## src/hw/rtl/lanczos3_image_upscaler_unit_macros.svh

```systemverilog
// ----------------------------------------------------------------------------
// lanczos3 image upscaler assertion macros
// property shorthands clocked on a named clock and disabled in reset
// ----------------------------------------------------------------------------
`ifndef LANCZOS3_IMAGE_UPSCALER_UNIT_MACROS_SVH
`define LANCZOS3_IMAGE_UPSCALER_UNIT_MACROS_SVH

// consequent checked in the same cycle as the antecedent
`define LZ3UP_ASSERT_NOW(label, clk, rstn, ante, cons, msg) \
    label: assert property (@(posedge clk) disable iff (!rstn) (ante) |-> (cons)) \
        else $error(msg);

// consequent checked in the cycle after the antecedent
`define LZ3UP_ASSERT_NEXT(label, clk, rstn, ante, cons, msg) \
    label: assert property (@(posedge clk) disable iff (!rstn) (ante) |=> (cons)) \
        else $error(msg);

`endif

```

## src/hw/rtl/lz3up_pkg.sv

```systemverilog
// ----------------------------------------------------------------------------
// lz3up_pkg
// shared types, constants, weight table and helpers of the lanczos3 upscaler
// ----------------------------------------------------------------------------
`default_nettype none

package lz3up_pkg;

    localparam int TAP_COUNT   = 6;
    localparam int TAP_W       = 3;
    localparam int MAX_SCALE   = 4;
    localparam int TABLE_FRAC  = 14;
    localparam int DIM_W       = 7;
    localparam int COORD_W     = 8;
    localparam int SCALE_W     = 3;
    localparam int PIX_W       = 32;
    localparam int CHAN_W      = 8;
    localparam int CHANNELS    = 4;
    localparam int TROW_COUNT  = 9;
    localparam int TROW_W      = 4;
    localparam int TBL_W       = 16;
    localparam int WSCALE_W    = 48;
    localparam int FX_W        = 10;
    localparam int PHASE_W     = 2;
    localparam int REG_IDX_W   = 2;
    localparam int CFG_DATA_W  = 7;

    // divide by three for 8-bit values: (c * 171) >> 9 is exact
    localparam int DIV3_MUL    = 171;
    localparam int DIV3_SHIFT  = 9;

    localparam logic [REG_IDX_W-1:0] REG_SCALE      = 2'd0;
    localparam logic [REG_IDX_W-1:0] REG_SRC_WIDTH  = 2'd1;
    localparam logic [REG_IDX_W-1:0] REG_SRC_HEIGHT = 2'd2;

    localparam logic CMD_WRITE = 1'b0;
    localparam logic CMD_READ  = 1'b1;

    typedef enum logic [1:0] {
        ST_IDLE,
        ST_TAP,
        ST_DRAIN,
        ST_DONE
    } seq_state_t;

    typedef enum logic [1:0] {
        KIND_ERROR,
        KIND_PASS,
        KIND_RESAMPLE
    } result_kind_t;

    typedef struct packed {
        logic start_taps;
        logic start_result;
        logic out_free;
    } seq_in_t;

    typedef struct packed {
        logic             idle;
        logic             tap_issue;
        logic [TAP_W-1:0] tap_k;
        logic [TAP_W-1:0] tap_m;
        logic             load_out;
    } seq_out_t;

    typedef struct packed {
        logic signed [FX_W-1:0] org;
        logic [PHASE_W-1:0]     phase;
    } origin_t;

    typedef logic signed [TBL_W-1:0] tbl_word_t;

    // rows: scale 2 phases 0..1, scale 3 phases 0..2, scale 4 phases 0..3
    localparam tbl_word_t LZ_TABLE [TROW_COUNT][TAP_COUNT] = '{
        '{  121, -1114,  4440, 14628, -2184,  493 },
        '{  493, -2184, 14628,  4440, -1114,  121 },
        '{  208, -1536,  6265, 13336, -2400,  511 },
        '{    0,     0, 16384,     0,     0,    0 },
        '{  511, -2400, 13336,  6265, -1536,  208 },
        '{  257, -1736,  7206, 12583, -2425,  499 },
        '{   30,  -501,  1977, 15936, -1393,  335 },
        '{  335, -1393, 15936,  1977,  -501,   30 },
        '{  499, -2425, 12583,  7206, -1736,  257 }
    };

    // first table row of each scale
    localparam logic [TROW_W-1:0] TROW_BASE [MAX_SCALE+1] = '{ 0, 0, 0, 2, 5 };

    // table weight moved to frac fraction bits, round half up
    function automatic logic signed [WSCALE_W-1:0] scaled_weight(tbl_word_t w, int frac);
        logic signed [WSCALE_W-1:0] n;
        n = WSCALE_W'(w) <<< frac;
        return (n + (WSCALE_W'(1) <<< (TABLE_FRAC - 1))) >>> TABLE_FRAC;
    endfunction

    // first tap origin and phase of a destination coordinate at scale s
    function automatic origin_t tap_origin(logic [COORD_W-1:0] c, logic [SCALE_W-1:0] s);
        logic [2*COORD_W-1:0] prod;
        logic [COORD_W-1:0]   q;
        logic [PHASE_W-1:0]   p;
        logic                 up;
        origin_t              o;
        prod = (2*COORD_W)'(c) * (2*COORD_W)'(DIV3_MUL);
        q    = c;
        p    = '0;
        unique case (s)
            3'd2: begin
                q = c >> 1;
                p = PHASE_W'(c[0]);
            end
            3'd3: begin
                q = COORD_W'(prod >> DIV3_SHIFT);
                p = PHASE_W'(c - COORD_W'(q * COORD_W'(3)));
            end
            3'd4: begin
                q = c >> 2;
                p = c[1:0];
            end
            default: begin
                q = c;
                p = '0;
            end
        endcase
        // center tap moves up one when 2*phase+1 reaches the scale
        up      = ({1'b0, p, 1'b1} >= {1'b0, s});
        o.org   = $signed({{(FX_W-COORD_W){1'b0}}, q})
                + $signed({{(FX_W-1){1'b0}}, up}) - FX_W'(1);
        o.phase = p;
        return o;
    endfunction

    // clamp a tap position into 0..n-1
    function automatic logic [DIM_W-1:0] clamp_idx(logic signed [FX_W-1:0] v,
                                                   logic [DIM_W-1:0] n);
        if (v < 0) begin
            return '0;
        end
        if (v >= $signed({{(FX_W-DIM_W){1'b0}}, n})) begin
            return n - DIM_W'(1);
        end
        return v[DIM_W-1:0];
    endfunction

endpackage

`default_nettype wire

```

## src/hw/rtl/lz3up_mac.sv

```systemverilog
// ----------------------------------------------------------------------------
// lz3up_mac
// shared weight multiplier and four-lane channel accumulator with rounding
// ----------------------------------------------------------------------------
`default_nettype none

module lz3up_mac #(
    parameter int WEIGHT_FRAC_BITS = 14
) (
    input  wire logic                                  aclk,
    input  wire logic                                  aresetn,
    input  wire logic                                  clear,
    input  wire logic                                  issue,
    input  wire logic signed [WEIGHT_FRAC_BITS+1:0]    wx,
    input  wire logic signed [WEIGHT_FRAC_BITS+1:0]    wy,
    input  wire logic [lz3up_pkg::PIX_W-1:0]           pixel,
    output logic      [lz3up_pkg::PIX_W-1:0]           result
);

    localparam int WW     = WEIGHT_FRAC_BITS + 2;
    localparam int WP_W   = 2 * WW;
    localparam int PR_W   = WP_W + lz3up_pkg::CHAN_W + 1;
    localparam int ACC_W  = 2 * WEIGHT_FRAC_BITS + 14;
    localparam int OUT_SH = 2 * WEIGHT_FRAC_BITS;
    localparam int CW     = lz3up_pkg::CHAN_W;

    localparam logic signed [ACC_W-1:0] RND_HALF = ACC_W'(1) <<< (OUT_SH - 1);
    localparam logic signed [ACC_W-1:0] CHAN_MAX = ACC_W'((1 << CW) - 1);

    logic signed [WP_W-1:0]  wprod_reg;
    logic                    vld_reg, vld_next;
    logic signed [ACC_W-1:0] acc_reg  [lz3up_pkg::CHANNELS];
    logic signed [ACC_W-1:0] acc_next [lz3up_pkg::CHANNELS];
    logic signed [PR_W-1:0]  prod     [lz3up_pkg::CHANNELS];

    // sum is in 2*frac fraction bits: add half, floor, clamp to 0..255
    function automatic logic [CW-1:0] round_chan(logic signed [ACC_W-1:0] a);
        logic signed [ACC_W-1:0] t;
        logic signed [ACC_W-1:0] v;
        t = a + RND_HALF;
        v = t >>> OUT_SH;
        if (t < 0) begin
            return '0;
        end
        if (v > CHAN_MAX) begin
            return '1;
        end
        return v[CW-1:0];
    endfunction

    assign vld_next = issue;

    always_ff @(posedge aclk) begin
        if (!aresetn) begin
            vld_reg <= 1'b0;
        end else begin
            vld_reg <= vld_next;
        end
    end

    always_ff @(posedge aclk) begin
        wprod_reg <= wx * wy;
        for (int c = 0; c < lz3up_pkg::CHANNELS; c++) begin
            acc_reg[c] <= acc_next[c];
        end
    end

    always_comb begin
        for (int c = 0; c < lz3up_pkg::CHANNELS; c++) begin
            prod[c] = $signed({1'b0, pixel[c*CW +: CW]}) * wprod_reg;
            if (clear) begin
                acc_next[c] = '0;
            end else if (vld_reg) begin
                acc_next[c] = acc_reg[c] + ACC_W'(prod[c]);
            end else begin
                acc_next[c] = acc_reg[c];
            end
        end
    end

    always_comb begin
        for (int c = 0; c < lz3up_pkg::CHANNELS; c++) begin
            result[c*CW +: CW] = round_chan(acc_reg[c]);
        end
    end

endmodule

`default_nettype wire

```

## config.mk

```make
export PLATFORM = sky130hd
export DESIGN_NAME = lz3up_mac
export DESIGN_NICKNAME = d
export VERILOG_FILES = /design/src/hw/rtl/lanczos3_image_upscaler_unit_macros.svh /design/src/hw/rtl/lz3up_pkg.sv /design/src/hw/rtl/lz3up_mac.sv
export SDC_FILE = /design/constraint.sdc
export NUM_CORES = 2
export LEC_CHECK = 0
export ABC_AREA = 1
export BUFFER_PORTS_ARGS = -buffer_cell sky130_fd_sc_hd__buf_2
export CORE_ASPECT_RATIO = 1.5
export CORE_MARGIN = 1
export CORE_UTILIZATION = 45
export DETAILED_ROUTE_END_ITERATION = 16
export PLACE_DENSITY_LB_ADDON = 0.08
export SYNTH_ARGS = -nofsm -noshare
export SYNTH_HDL_FRONTEND = slang
export SYNTH_SLANG_ARGS = --single-unit
```

## constraint.sdc

```tcl
create_clock -name aclk -period 8.3 [get_ports aclk]
set_clock_uncertainty 0.05 [all_clocks]
set_input_delay 1.66 -clock aclk [delete_from_list [all_inputs] [get_ports aclk]]
set_output_delay 1.66 -clock aclk [all_outputs]
set_load 0.05 [all_outputs]
```

# Word level (Yosys, flattened, before mapping)
# Memory sizes are Yosys's and may differ from the RTL's.
# Cells that the tools add are included.
# classes
add_sub_neg	8
multipliers	5
n_lt_le_gt_ge	8
muxes	36
# ops
op	n
2-to-1 mux 42 bit	8
adder 42 x 29 -> 42 bit, second input constant	4
adder 42 x 41 -> 42 bit	4
< comparator 42 x 1 -> 1 bit, second input constant	4
multiplier 9 x 32 -> 41 bit	4
2-to-1 mux 8 bit	16
> comparator 14 x 9 -> 1 bit, second input constant	4
multiplier 16 x 16 -> 32 bit	1
2-to-1 mux 1 bit	12
# totals
regBits	33
ram_bits	168
inputBits	68
output_inout_bits	32
elab_cells	60
n_memories	1
# memory_table
name	depth	width	rd	rd_ports_with_merged_regs	wr	line_no	rtl
acc_reg	4	42	4	0	4	lz3up_mac.sv:32	logic signed [ACC_W-1:0] acc_reg [lz3up_pkg::CHANNELS];

# Depth between registers and ports, before layout
# logic_depth
depth_word	6
mapped_depth	27
depth_no_buf	26

# Worst setup path after synthesis
# Ideal clock, no wire load.
# synth_path
path_kind	input -> register
from	in wy[5]
to	reg wprod_reg[31]
setup_ns	0.113
t_arrival_ns	6.725
required_ns	8.137
slack_ns	1.412
stages	22
n_path_buf	2
path_cell_list	clkbuf_1 > clkbuf_1 > nand2_1 > fa_1 > inv_1 > fa_1 > fa_1 > fa_1 > inv_1 > fa_1 > inv_1 > fa_1 > ha_1 > inv_1 > nor3_1 > nand2_1 > nor3_1 > nand2_1 > o211ai_1 > inv_1 > nand3_1 > nand2_1
# synth_between
elab_chain_len	1
# synth_rtl
element	line_no	rtl
from (decl)	lz3up_mac.sv:15	input wire logic signed [WEIGHT_FRAC_BITS+1:0] wy,
multiplier 16 x 16 -> 32 bit	lz3up_mac.sv:62	wprod_reg <= wx * wy;
to (signal assigned)	lz3up_mac.sv:62	
to (decl)	lz3up_mac.sv:30	logic signed [WP_W-1:0] wprod_reg;
# Every way passes these cells.
# A chain may end at the register's enable or synchronous reset.

# Worst setup path in the final report
# layout_path
from	in wx[15]
to	reg wprod_reg[30]
# layout_between
elab_chain_len	1
# layout_rtl
element	line_no	rtl
from (decl)	lz3up_mac.sv:14	input wire logic signed [WEIGHT_FRAC_BITS+1:0] wx,
multiplier 16 x 16 -> 32 bit	lz3up_mac.sv:62	
# Every way passes these cells.

==> impl_metrics.tcl <==
set metrics [dict create \
    fillers 15000 \
    area_growth_pct 5.18 \
    startpoint_type "input pin" \
    ys_ff_latch 201 \
    mappedNetlistArea_mm2 0.0644 \
    drive_above_1_share 0.0287 \
    ctsResizeCount 0 \
    yosysMostFrequentCell "inv_1" \
    start_util 0.455 \
    yosysTopAreaCell "fa_1" \
    largest_reg_flops 168 \
    ys_top_cells_by_area "fa_1 (38%), inv_1 (18%), nand2_1 (17%)" \
    synth_common_cells "inv_1 (3041), nand2_1 (2865), fa_1 (1210)" \
    max_stage_delay_ns 0.90 \
    synth_xor_area_frac 0.0178 \
    slowest_stage "fa_1" \
    synth_top_family_by_area "adder cells" \
    fin_crit_sh 0.823 \
    max_freq_mhz 146 \
    path_depth 18 \
    grt_pass1_wl_um 307000 \
    slew_viol_final 0 \
    htree_levels 1 \
    cts_hold_buf 0 \
    fp-row-count 169 \
    synth-compound-area-share 0.0311 \
    ctsLongestPathBuffers 3 \
    cts_root_buf "clkbuf_16" \
    fp.dieH_um 465 \
    hold_class "flip-flop to flip-flop" \
    setup_viol 0 \
    cts_buffers 28 \
    hpwlAfterDp_um 154000 \
    core-area_mm2 0.142 \
    period_needed_ns 6.83 \
    synth_top_area_frac 0.376 \
    cp_cell_sequence "buf_2, nand2_1, inv_1, fa_1, fa_1, fa_1, fa_1, inv_1, fa_1, inv_1, fa_1, ha_1, a21o_1, a31oi_1, o21ai_0, a21oi_1, nand2_1, xor2_1" \
    tightest_slew_ns 1.29 \
    post_cts_buffers 0 \
    finalWirelength_um 189000 \
    drc_errors 0 \
    crit_fanout 16 \
    hold_violations 0 \
    ys.flop_type "dfxtp_1" \
    viasPerCell 4.77 \
    clk_pin_slew_worst_paths_ns 0.07 \
    synthMuxAreaShare 0 \
    rsz0062_at_grt "no" \
    setup.worst_path.end_class "flip-flop" \
    finalSetupTns_ns 0 \
    final_nets 11100 \
    ys_seq_area_frac 0.0625 \
    cts_tree "done" \
    antenna_found_initial 3 \
    grt_usage 0.268 \
    async_flop_share 0 \
    die-area_mm2 0.145 \
    whs_path_depth 2 \
    numPortBuffers 99 \
    drt_iter0_drc 2699 \
    die_w_um 311 \
    cp.arrival_ns 7.29 \
    required_ns 8.76 \
    maxCapViolations 0 \
    synth-simple-area-share 0.231 \
    criticalPathCategory "input pin to flip-flop" \
    rr_worst_depth 22 \
    grt-ovfl-total 0 \
    place.gp.congestion 0.955 \
    slew_headroom 0.137 \
    place_inst 11200 \
    critPathTopFamily "adder cells" \
    synth_fa_ha_area_frac 0.463 \
    clk_latency_ns 0.63 \
    firstDrtPassIters 5 \
    num_io_pins 100 \
    syn_nets 11200 \
    syn_area_per_cell_um2 6.79 \
    synthDistinctLibCells 39 \
    syn_inst 9496 \
    critPathBufInv 4 \
    wl_per_cell_um 16.7 \
    grt_max_degree 89 \
    final_cells 11300 \
    vias 53900 \
    grt_pass1_vias 58300 \
    worst_path_most_repeated_cell "fa_1" \
    synth_edf_count 0 \
    outcome "complete, no violations" \
    clkSinkCount 201 \
    ys_warn_count 0 \
    ant_nets 0 \
]
[worst reg2reg max path, delay by kind of cell (launching register included)]
family | cells | cell delay, ns
fa+ha+maj | 6 | 2.87
buf+inv | 6 | 0.64
flops | 1 | 1.17
simple gates | 10 | 1.42
[final timing paths]
check / to / slack, ns / from
max reg2reg: acc_reg[3][32]$_SDFFE_PP0P_ / 2.06 / wprod_reg[10]$_DFF_P_
min reg2reg: acc_reg[1][2]$_SDFFE_PP0P_ / 0.42 / acc_reg[1][2]$_SDFFE_PP0P_
min: acc_reg[1][2]$_SDFFE_PP0P_ / 0.42 / acc_reg[1][2]$_SDFFE_PP0P_
max: wprod_reg[30]$_DFF_P_ / 1.47 / wx[15]
[cell type report]
cell class / instances / area [µm²] / area share
Multi-Input combinational cell: 5948 / 47800 / 0.706
Inverter: 3041 / 11400 / 0.169
Sequential cell: 201 / 4040 / 0.0596
Tap cell: 1881 / 2350 / 0.0347
Timing Repair Buffer: 178 / 1110 / 0.0163
Clock buffer: 40 / 847 / 0.0125
Clock inverter: 12 / 163 / 0.00240
Antenna cell: 1 / 2.50 / 0.0000369
[placed cells by master (no fill, tap or decap), types with 9 or more instances in the layout]
cell and count:
ha_1 446, buf_2 98, xor2_1 108, clkbuf_16 29, nand3_1 285, fa_1 1210
a21o_1 9, or2_2 11, o21ai_0 98, a21oi_1 247, nand4_1 60, buf_4 78
nand2_1 2865, xnor2_1 19, nor3_1 14, inv_1 3040, nor2_1 518, dfxtp_1 193
[layer usage]
metal  track usage  wire (µm)  share of wire
met4         0.103       8050          0.043
met5             0          0              0
met3        0.0175       6870          0.036
met2         0.521     101000           0.54
met1         0.303      72500           0.38
[cell families after synthesis]
logic type | count (synthesis)
buffers and inverters | 3347
AOI/OAI and AO/OA | 379
and+or+nand+nor | 3784
adders and majority gates | 1656
DFF | 201
xor gates and xnor gates | 129
[per-stage QoR]
step / area [µm²] / setup WS (ns) / utilization / hold WS, ns
4_1_cts: 67800 / 1.47 / 0.478 / 0.419
3_3_place_gp: 66800 / 0.832 / 0.471 / 0.402
2_1_floorplan: 64400 / 1.41 / - / 0.395
5_1_grt: 67800 / 1.10 / 0.478 / 0.433
3_5_place_dp: 66800 / 0.788 / 0.471 / 0.409
6_report: 67800 / 1.47 / 0.478 / 0.416
Power is left out: the tool's default activity adds up to more than one toggle a clock period on the data nets, which glitch-free logic cannot reach.
