===== src/hw/rtl/lanczos3_image_upscaler_unit_macros.svh =====
// ----------------------------------------------------------------------------
// lanczos3 image upscaler assertion macros
// property shorthands clocked on a named clock and disabled in reset
// ----------------------------------------------------------------------------
`ifndef LANCZOS3_IMAGE_UPSCALER_UNIT_MACROS_SVH
`define LANCZOS3_IMAGE_UPSCALER_UNIT_MACROS_SVH

// consequent checked in the same cycle as the antecedent
`define LZ3UP_ASSERT_NOW(label, clk, rstn, ante, cons, msg) \
    label: assert property (@(posedge clk) disable iff (!rstn) (ante) |-> (cons)) \
        else $error(msg);

// consequent checked in the cycle after the antecedent
`define LZ3UP_ASSERT_NEXT(label, clk, rstn, ante, cons, msg) \
    label: assert property (@(posedge clk) disable iff (!rstn) (ante) |=> (cons)) \
        else $error(msg);

`endif


===== src/hw/rtl/lz3up_pkg.sv =====
// ----------------------------------------------------------------------------
// lz3up_pkg
// shared types, constants, weight table and helpers of the lanczos3 upscaler
// ----------------------------------------------------------------------------
`default_nettype none

package lz3up_pkg;

    localparam int TAP_COUNT   = 6;
    localparam int TAP_W       = 3;
    localparam int MAX_SCALE   = 4;
    localparam int TABLE_FRAC  = 14;
    localparam int DIM_W       = 7;
    localparam int COORD_W     = 8;
    localparam int SCALE_W     = 3;
    localparam int PIX_W       = 32;
    localparam int CHAN_W      = 8;
    localparam int CHANNELS    = 4;
    localparam int TROW_COUNT  = 9;
    localparam int TROW_W      = 4;
    localparam int TBL_W       = 16;
    localparam int WSCALE_W    = 48;
    localparam int FX_W        = 10;
    localparam int PHASE_W     = 2;
    localparam int REG_IDX_W   = 2;
    localparam int CFG_DATA_W  = 7;

    // divide by three for 8-bit values: (c * 171) >> 9 is exact
    localparam int DIV3_MUL    = 171;
    localparam int DIV3_SHIFT  = 9;

    localparam logic [REG_IDX_W-1:0] REG_SCALE      = 2'd0;
    localparam logic [REG_IDX_W-1:0] REG_SRC_WIDTH  = 2'd1;
    localparam logic [REG_IDX_W-1:0] REG_SRC_HEIGHT = 2'd2;

    localparam logic CMD_WRITE = 1'b0;
    localparam logic CMD_READ  = 1'b1;

    typedef enum logic [1:0] {
        ST_IDLE,
        ST_TAP,
        ST_DRAIN,
        ST_DONE
    } seq_state_t;

    typedef enum logic [1:0] {
        KIND_ERROR,
        KIND_PASS,
        KIND_RESAMPLE
    } result_kind_t;

    typedef struct packed {
        logic start_taps;
        logic start_result;
        logic out_free;
    } seq_in_t;

    typedef struct packed {
        logic             idle;
        logic             tap_issue;
        logic [TAP_W-1:0] tap_k;
        logic [TAP_W-1:0] tap_m;
        logic             load_out;
    } seq_out_t;

    typedef struct packed {
        logic signed [FX_W-1:0] org;
        logic [PHASE_W-1:0]     phase;
    } origin_t;

    typedef logic signed [TBL_W-1:0] tbl_word_t;

    // rows: scale 2 phases 0..1, scale 3 phases 0..2, scale 4 phases 0..3
    localparam tbl_word_t LZ_TABLE [TROW_COUNT][TAP_COUNT] = '{
        '{  121, -1114,  4440, 14628, -2184,  493 },
        '{  493, -2184, 14628,  4440, -1114,  121 },
        '{  208, -1536,  6265, 13336, -2400,  511 },
        '{    0,     0, 16384,     0,     0,    0 },
        '{  511, -2400, 13336,  6265, -1536,  208 },
        '{  257, -1736,  7206, 12583, -2425,  499 },
        '{   30,  -501,  1977, 15936, -1393,  335 },
        '{  335, -1393, 15936,  1977,  -501,   30 },
        '{  499, -2425, 12583,  7206, -1736,  257 }
    };

    // first table row of each scale
    localparam logic [TROW_W-1:0] TROW_BASE [MAX_SCALE+1] = '{ 0, 0, 0, 2, 5 };

    // table weight moved to frac fraction bits, round half up
    function automatic logic signed [WSCALE_W-1:0] scaled_weight(tbl_word_t w, int frac);
        logic signed [WSCALE_W-1:0] n;
        n = WSCALE_W'(w) <<< frac;
        return (n + (WSCALE_W'(1) <<< (TABLE_FRAC - 1))) >>> TABLE_FRAC;
    endfunction

    // first tap origin and phase of a destination coordinate at scale s
    function automatic origin_t tap_origin(logic [COORD_W-1:0] c, logic [SCALE_W-1:0] s);
        logic [2*COORD_W-1:0] prod;
        logic [COORD_W-1:0]   q;
        logic [PHASE_W-1:0]   p;
        logic                 up;
        origin_t              o;
        prod = (2*COORD_W)'(c) * (2*COORD_W)'(DIV3_MUL);
        q    = c;
        p    = '0;
        unique case (s)
            3'd2: begin
                q = c >> 1;
                p = PHASE_W'(c[0]);
            end
            3'd3: begin
                q = COORD_W'(prod >> DIV3_SHIFT);
                p = PHASE_W'(c - COORD_W'(q * COORD_W'(3)));
            end
            3'd4: begin
                q = c >> 2;
                p = c[1:0];
            end
            default: begin
                q = c;
                p = '0;
            end
        endcase
        // center tap moves up one when 2*phase+1 reaches the scale
        up      = ({1'b0, p, 1'b1} >= {1'b0, s});
        o.org   = $signed({{(FX_W-COORD_W){1'b0}}, q})
                + $signed({{(FX_W-1){1'b0}}, up}) - FX_W'(1);
        o.phase = p;
        return o;
    endfunction

    // clamp a tap position into 0..n-1
    function automatic logic [DIM_W-1:0] clamp_idx(logic signed [FX_W-1:0] v,
                                                   logic [DIM_W-1:0] n);
        if (v < 0) begin
            return '0;
        end
        if (v >= $signed({{(FX_W-DIM_W){1'b0}}, n})) begin
            return n - DIM_W'(1);
        end
        return v[DIM_W-1:0];
    endfunction

endpackage

`default_nettype wire


===== src/hw/rtl/lz3up_seq.sv =====
// ----------------------------------------------------------------------------
// lz3up_seq
// request sequencer: walks the 6x6 tap grid and hands the result to the port
// ----------------------------------------------------------------------------
`default_nettype none

module lz3up_seq (
    input  wire logic               aclk,
    input  wire logic               aresetn,
    input  wire lz3up_pkg::seq_in_t seq_in,
    output lz3up_pkg::seq_out_t     seq_out
);

    localparam logic [lz3up_pkg::TAP_W-1:0] TAP_LAST =
        lz3up_pkg::TAP_W'(lz3up_pkg::TAP_COUNT - 1);

    lz3up_pkg::seq_state_t            state_reg, state_next;
    logic [lz3up_pkg::TAP_W-1:0]      k_reg, k_next;
    logic [lz3up_pkg::TAP_W-1:0]      m_reg, m_next;

    always_ff @(posedge aclk) begin
        if (!aresetn) begin
            state_reg <= lz3up_pkg::ST_IDLE;
            k_reg     <= '0;
            m_reg     <= '0;
        end else begin
            state_reg <= state_next;
            k_reg     <= k_next;
            m_reg     <= m_next;
        end
    end

    always_comb begin
        state_next        = state_reg;
        k_next            = k_reg;
        m_next            = m_reg;
        seq_out           = '0;
        seq_out.tap_k     = k_reg;
        seq_out.tap_m     = m_reg;
        unique case (state_reg)
            lz3up_pkg::ST_IDLE: begin
                seq_out.idle = 1'b1;
                k_next       = '0;
                m_next       = '0;
                if (seq_in.start_taps) begin
                    state_next = lz3up_pkg::ST_TAP;
                end else if (seq_in.start_result) begin
                    state_next = lz3up_pkg::ST_DONE;
                end
            end
            lz3up_pkg::ST_TAP: begin
                seq_out.tap_issue = 1'b1;
                if (k_reg == TAP_LAST) begin
                    k_next = '0;
                    if (m_reg == TAP_LAST) begin
                        state_next = lz3up_pkg::ST_DRAIN;
                    end else begin
                        m_next = m_reg + lz3up_pkg::TAP_W'(1);
                    end
                end else begin
                    k_next = k_reg + lz3up_pkg::TAP_W'(1);
                end
            end
            // last tap still in the multiply-accumulate stage
            lz3up_pkg::ST_DRAIN: begin
                state_next = lz3up_pkg::ST_DONE;
            end
            lz3up_pkg::ST_DONE: begin
                if (seq_in.out_free) begin
                    seq_out.load_out = 1'b1;
                    state_next       = lz3up_pkg::ST_IDLE;
                end
            end
        endcase
    end

endmodule

`default_nettype wire


===== config.mk =====
export PLATFORM = sky130hd
export DESIGN_NAME = lz3up_seq
export DESIGN_NICKNAME = d
export VERILOG_FILES = /design/src/hw/rtl/lanczos3_image_upscaler_unit_macros.svh /design/src/hw/rtl/lz3up_pkg.sv /design/src/hw/rtl/lz3up_seq.sv
export SDC_FILE = /design/constraint.sdc
export NUM_CORES = 1
export LEC_CHECK = 0
export ABC_AREA = 1
export BUFFER_PORTS_ARGS = -buffer_cell sky130_fd_sc_hd__buf_2
export CAP_MARGIN = 0
export CORE_AREA = 2 2 39 41
export DETAILED_ROUTE_END_ITERATION = 10
export DIE_AREA = 0 0 41 43
export SLEW_MARGIN = 20
export SYNTH_ARGS = -nofsm -noshare
export SYNTH_HDL_FRONTEND = slang
export SYNTH_SLANG_ARGS = --single-unit

===== constraint.sdc =====
create_clock -name aclk -period 1.4 [get_ports aclk]
set_input_delay 0.07 -clock aclk [delete_from_list [all_inputs] [get_ports aclk]]
set_output_delay 0.07 -clock aclk [all_outputs]
set_load 0.01 [all_outputs]

Word level (Yosys, flattened, before mapping)
Cells that the tools add are included.
Widths: inputs -> output; s select.

storage, ports and cells
  register bits after elaboration = 8
  input port bits = 5

cells by class
  equal/unequal tests = 10
  mux-type cells = 15
  reduce and logical (&&, ||, !) cells = 4
  $add $sub $neg = 2

operators by type and width
  cell                 number
  $pmux 3 s2           2
  $mux 2               5
  $mux 3               3
  $ne 2x2->1 const B   4
  $pmux 2 s4           1
  $add 3x1->3 const B  2
  $eq 3x3->1 const B   2
  $eq 2x2->1 const B   2
  $mux 1               4
  $reduce_and 4->1     1
  $ne 3x3->1 const B   1
  $reduce_and 3->1     1
  $eq 2x1->1 const B   1
  $logic_not 2->1      1
  $reduce_bool 2->1    1

Depth between registers and ports, before layout
Gate-level depths: netlist of the first run.

  depth after elaboration = 4
  depth in mapped cells = 9
  depth with buffers taken out = 9

Least setup slack after synthesis of the first run
OpenSTA, ideal clock, no wires.

  kind = flip-flop to flip-flop
  from = reg state_reg[0]
  to = reg state_reg[0]
  buffers on the path = 0
  path slack = 0.136 ns
  required time = 1.287 ns
  cell stages (with the launch flop) = 9
  library setup time = 0.113 ns
  data arrival time = 1.151 ns
  clock period less this slack = 1.264 ns
  path through = dfxtp_1 > inv_1 > ha_1 > nand2_1 > nor2_1 > nor2_1 > nand3_1 > nand2_1 > nor2_1

on the way
  word-level cells in the longest chain between the ends = 3

RTL lines
  what                                                       RTL line         RTL
  from (decl)                                                lz3up_seq.sv:17  lz3up_pkg::seq_state_t state_reg, state_next;
  from (signal assigned)                                     lz3up_seq.sv:23  state_reg <= lz3up_pkg::ST_IDLE;
  from (signal assigned)                                     lz3up_seq.sv:27  state_reg <= state_next;
  $eq 2x1->1 (tied with other cells)                         lz3up_seq.sv:40  unique case (state_reg)
  $ne 2x2->1 (no source line) or $ne 3x3->1 (tied branches)  n/a
  $reduce_and 4->1 (no source line)                          n/a

Several ways; a longest one is shown, not always the timed one.
A chain may end at the register's enable or synchronous reset.

Worst setup path after layout of the first run
  from = reg state_reg[1]
  to = reg m_reg[0] (netlist bit)

on the way
  word-level cells in the longest chain between the ends = 3

RTL lines
  what                                                              RTL line         RTL
  $eq 2x1->1 or $logic_not 2->1 (tied branches)                     lz3up_seq.sv:40
  $ne 2x2->1 (no source line) or $reduce_bool 2->1 (tied branches)  n/a
  $reduce_and 3->1 (no source line)                                 n/a
  to (signal assigned)                                              lz3up_seq.sv:29  m_reg <= m_next;
  to (decl)                                                         lz3up_seq.sv:19  logic [lz3up_pkg::TAP_W-1:0] m_reg, m_next;

Several ways; a longest one is shown, not always the timed one.

==> qor.yml, run 1 <==
row_count: 14
overflow: 0
max_freq_mhz: 769
dieArea_um2: 1760
dpl.cell_count: 116
initial_utilization: 0.400
yosysSeqAreaShare: 0.290
io_buffer_count: 13
drive_gt1_frac: 0.243
grt_antenna_before_repair: 0
drt-total-wl_um: 1140
nNetsFinal: 117
tightest_slew_ns: 0.246
powerDensity_nw_per_um2: 1930
max_stage_delay_ns: 0.32
drv_cap: 0
ctsLongestPathBuffers: 2
die_y_um: 43
finalHoldViolCount: 0
setup_tns_ns: 0
num_io_pins: 14
gp_congestion: 0.787
grt_usage: 0.158
dr.first_iter.drc_count: 6
syn_to_final_growth_pct: 21.0
cts_tree: "built"
cts_num_sinks: 8
synth_fp_nets: 98
die_w_um: 41
synth_area_um2: 553
pre_cts_slack_ns: 0.0712
crit_slowest_cell: "dfxtp_1"
cp_num_buf_inv: 3
setup_slack_ns: 0.0991
setup_violations: 0
fin_crit_ns: 1.30
period_share: 0.929
worstPathRequired_ns: 1.56
ant_nets: 0
worst_ep_arrival_time_ns: 1.46
cts.reportedPaths.clkPinSlew_ns: 0.06
grt_first_pass_wirelength_um: 1780
num_antenna_cells: 0
ys_warn_count: 0
post_drt_wl_per_cell_um: 9.54
hpwlAfterDp_um: 890
rsz0062_at_grt: "yes"
cp_max_fo: 4
firstDrtPassIters: 4
peakVddDrop_mv: 0.851
coreArea_um2: 1380
grt_max_degree: 9
crit_family: "simple AND/OR/NAND/NOR gates"
vias: 541
clock_latency_ns: 0.26
final_cells: 119
syn_avg_cell_area_um2: 6.43
ys_ff_latch: 8
cts_root_buf: "clkbuf_4"
startpoint_type: "flop"
slew_violations: 0
clock_skew_ns: 0.00472
syn_inst: 86
hold_class: "input port to flop"
status: "finished clean"
p_leak_nw: 0.386
grt_pass1_vias: 459
vias_per_cell: 4.55
drc: 0
endpoint_kind: "flop"
htree_levels: 1
path_cells: "inv_1 > ha_1 > inv_1 > nand2_1 > nand2_1 > nand2_2 > inv_2 > nor2_1 > nor2_1"
worstSetupPathType: "flop to flop"
slew_headroom: 0.836
synth_cell_types: 14
cts-buffers-inserted: 3
## metal layers
metal  up-vias  wire length [um]  track usage  part of all wire
met5         -                 0            0                 0
met4         0                26        0.100             0.023
met3         4                49       0.0628             0.043
met2        10               539        0.228              0.47
met1       229               519        0.184              0.46
li1        298                 -            -                 -
## area by class of cell
type	instances	area, um2
Multi-Input combinational cell	62	333
Sequential cell	8	161
Timing Repair Buffer	14	72.6
Fill cell	153	714
Clock buffer	3	22.5
Inverter	16	60.1
Tap cell	16	20.0
## synthesized netlist by cell type, drive strengths merged
library cell	n	area (um2)
nand2	23	98.8
ha	7	87.6
a21oi	3	15.0
o21ai	7	35.0
nand3	5	30.0
nor2	17	66.3
dfxtp	8	160
inv	16	60.1
## cell families (layout without fill, tap and decap cells)
logic type / Yosys count / count (layout) / synth area share
adder cells (fa/ha/maj): 7 / 7 / 0.158
AO/OA/AOI/OAI: 10 / 10 / 0.0905
flip-flops: 8 / 8 / 0.290
buffers and inverters: 16 / 33 / 0.109
AND/OR/NAND/NOR: 45 / 45 / 0.353
## through the flow
stage | hold slack [ns] | area [um2] | util | power [mW]
detailed placement | 0.388 | 646 | 0.467 | 1.11
floorplan | 0.190 | 553 | - | 0.912
finish | 0.107 | 669 | 0.484 | 1.29
global route | 0.116 | 669 | 0.484 | 1.43
global placement | 0.382 | 646 | 0.467 | 1.10
CTS | 0.107 | 668 | 0.483 | 1.30
## placed cells by master, fill, tap and decap left out
cell | Yosys | routed
a21oi_1 | 3 | 3
buf_2 | 0 | 13
buf_4 | 0 | 1
clkbuf_4 | 0 | 3
dfxtp_1 | 8 | 7
dfxtp_2 | 0 | 1
ha_1 | 7 | 7
inv_1 | 14 | 14
inv_2 | 2 | 2
nand2_1 | 20 | 20
nand2_2 | 2 | 2
nand2_4 | 1 | 1
nand3_1 | 4 | 4
nand3_2 | 1 | 1
nor2_1 | 16 | 16
nor2_2 | 1 | 1
o21ai_0 | 3 | 3
o21ai_1 | 4 | 4
## worst paths after layout
check	from	endpoint	slack (ns)	cells after the start
max	state_reg[1]	m_reg[0]	0.1	9
min	aresetn	state_reg[1]	0.11	3
max reg2reg	state_reg[1]	m_reg[0]	0.1	9
min reg2reg	state_reg[0]	state_reg[0]	0.51	2
## power by group
group          switching [mW]  internal (mW)  leakage, nW
logic                   0.459          0.285        0.307
registers              0.0672          0.293       0.0658
clock network          0.0891         0.0988       0.0138
## tightest hold or removal path, delay by kind of cell
kind | cells | cell delay (ns)
AND/OR/NAND/NOR | 2 | 0.11
buffers and inverters | 1 | 0.15
## repair_timing
item	CTS	global route
endpoints found under the setup margin	0	4
hold buffers	0	0
setup buffers	0	0
resized for setup	0	1
Power figures use the tool's default switching activity.
==> run 2, diff against run 1 <==
--- a/config.mk
+++ b/config.mk
@@ -8,9 +8,9 @@
 export ABC_AREA = 1
 export BUFFER_PORTS_ARGS = -buffer_cell sky130_fd_sc_hd__buf_2
 export CAP_MARGIN = 0
-export CORE_AREA = 2 2 39 41
+export CORE_AREA = 5 5 42 44
 export DETAILED_ROUTE_END_ITERATION = 10
-export DIE_AREA = 0 0 41 43
+export DIE_AREA = 0 0 47 49
 export SLEW_MARGIN = 20
 export SYNTH_ARGS = -nofsm -noshare
 export SYNTH_HDL_FRONTEND = slang
==> constraint.sdc (replaced) <==
create_clock -name aclk -period 1.4 [get_ports aclk]
set_input_delay 0.07 -clock aclk [delete_from_list [all_inputs] [get_ports aclk]]
set_output_delay 0.07 -clock aclk [all_outputs]
set_load 0.02 [all_outputs]
==> qor.yml, run 2 (same netlist as run 1, synthesis figures left out) <==
dr.first_iter.drc_count: 10  # +4
period_share: 0.890  # -0.0388
drv_cap: 0  # unchanged
startpoint: "state_reg[1]"
final_cell_mix: "20 x nand2_1, 16 x nor2_1, 14 x inv_1"
clock_skew_ns: 0.00297  # -0.00174 ns
final_area_um2: 682  # +1.9%
die_w_um: 47  # +15%
cts_num_sinks: 8  # unchanged
worst_ep_arrival_time_ns: 1.18  # -0.28 ns
r2r_slack_ns: 0.17  # +0.07 ns
row_count: 14  # unchanged
startpoint_type: "flop"
grt_antenna_before_repair: 0  # unchanged
ctsHoldBuffers: 0  # unchanged
post_drt_wl_per_cell_um: 8.93  # -6.3%
ctsLongestPathBuffers: 2  # unchanged
r2r-end: "m_reg[1]"
hold_class: "input port to flop"
fin_crit_ns: 1.25  # -0.0543 ns
final_common_cell: "nand2_1"
cts_tree: "built"
cts.reportedPaths.clkPinSlew_ns: 0.05  # about the same
slew_violations: 0  # unchanged
power.total_mw: 1.34  # +4.0%
cts-buffers-inserted: 3  # unchanged
clock_latency_ns: 0.25  # about the same
rsz0062_at_grt: "no"
grt_pass1_vias: 496  # +8.1%
firstDrtPassIters: 4  # unchanged
grt_first_pass_wirelength_um: 1930  # +8.5%
htree_levels: 1  # unchanged
nNetsFinal: 118  # +0.85%
grt_usage: 0.111  # -0.0472
die_y_um: 49  # +14%
slew_headroom: 0.846  # +0.0104
drc: 0  # unchanged
rr_worst_depth: 9  # unchanged
finalHoldViolCount: 0  # unchanged
cp-endpoint: "seq_out[7]"
worstPathRequired_ns: 1.33  # -0.23 ns
syn_to_final_growth_pct: 23.3
drt-total-wl_um: 1070  # -5.6%
dpl_cell_area_um2: 653  # +1.2%
num_antenna_cells: 0  # unchanged
status: "finished clean"
peakVddDrop_mv: 0.834  # -2.1%
overflow: 0  # unchanged
dpl.cell_count: 117  # +0.86%
final_util: 0.487  # +0.00288
p_leak_nw: 0.389  # +0.68%
cts_root_buf: "clkbuf_4"
max_freq_mhz: 802  # +4.4%
final_cells: 120  # +0.84%
io_buffer_count: 13  # unchanged
r2r-start: "state_reg[1]"
initial_utilization: 0.395  # -0.00500
tightest_slew_ns: 0.231  # -0.0159 ns
vias_per_cell: 4.48  # -1.6%
setup_violations: 0  # unchanged
vias: 537  # -0.74%
cp_max_fo: 4  # unchanged
coreArea_um2: 1400  # +1.3%
drive_gt1_frac: 0.269  # +0.0265
ant_nets: 0  # unchanged
grt_max_degree: 9  # unchanged
powerDensity_nw_per_um2: 1970  # +2.1%
dieArea_um2: 2300  # +31%
num_io_pins: 14  # unchanged
gp_congestion: 0.782  # -0.71%
worstSetupPathType: "flop to output pin"
setup_tns_ns: 0  # unchanged
hpwlAfterDp_um: 903  # +1.5%
endpoint_kind: "output pin"
[run 2: changes by cell type in the layout (fill, tap and decap cells not counted)]
cell and delta:
ha_2 +2, ha_1 -2, buf_4 +1
[run 2: area by class of cell]
cell class	instances	area, um2
flip-flops and latches	8	161
repair buffers	15	80.1
clock buffers	3	22.5
multi-input cells	62	338
fillers	163	719
well taps	16	20.0
inverters	16	60.1
[run 2: layer usage]
layer  track usage  part of all wire  vias up
li1              -                 -      299
met2         0.163              0.45        9
met3        0.0554             0.050        0
met1         0.141              0.50      229
met4        0.0276                 0        0
met5             0                 0        -
[run 2: repair_timing]
| action | 4_1_cts | 5_1_grt |
|---|---|---|
| resized for setup | 0 | 3 |
| buffers inserted | 0 | 0 |
| endpoints found under the setup margin | 0 | 5 |
[run 2: worst min-delay path by stage]
stage / startpoint / endpoint / slack [ns] / cells past startpoint
floorplan: aresetn / m_reg[2] / 0.19 / 2
finish: aresetn / m_reg[2] / 0.12 / 3
detailed placement: aresetn / state_reg[1] / 0.38 / 3
global placement: aresetn / state_reg[1] / 0.38 / 3
CTS: aresetn / state_reg[1] / 0.11 / 3
global route: aresetn / m_reg[2] / 0.12 / 3
[run 2: per-stage QoR]
step | worst slack (ns) | hold slack [ns]
detailed placement | 0.0655 | 0.379
global route | 0.0107 | 0.125
global placement | 0.112 | 0.377
finish | 0.153 | 0.125
floorplan | 0.0807 | 0.190
CTS | 0.0673 | 0.110
[run 2: critical path, stage by stage, from the launching register on]
cell	delay, ns
dfxtp_1	0.32
inv_1	0.08
ha_1	0.23
buf_4	0.15
buf_2	0.15
[run 2: power by group]
part	internal (mW)	total, mW	switching [mW]
clock network	0.0977	0.169	0.0718
logic	0.308	0.816	0.508
registers	0.293	0.359	0.0655
total	0.698	1.34	0.645
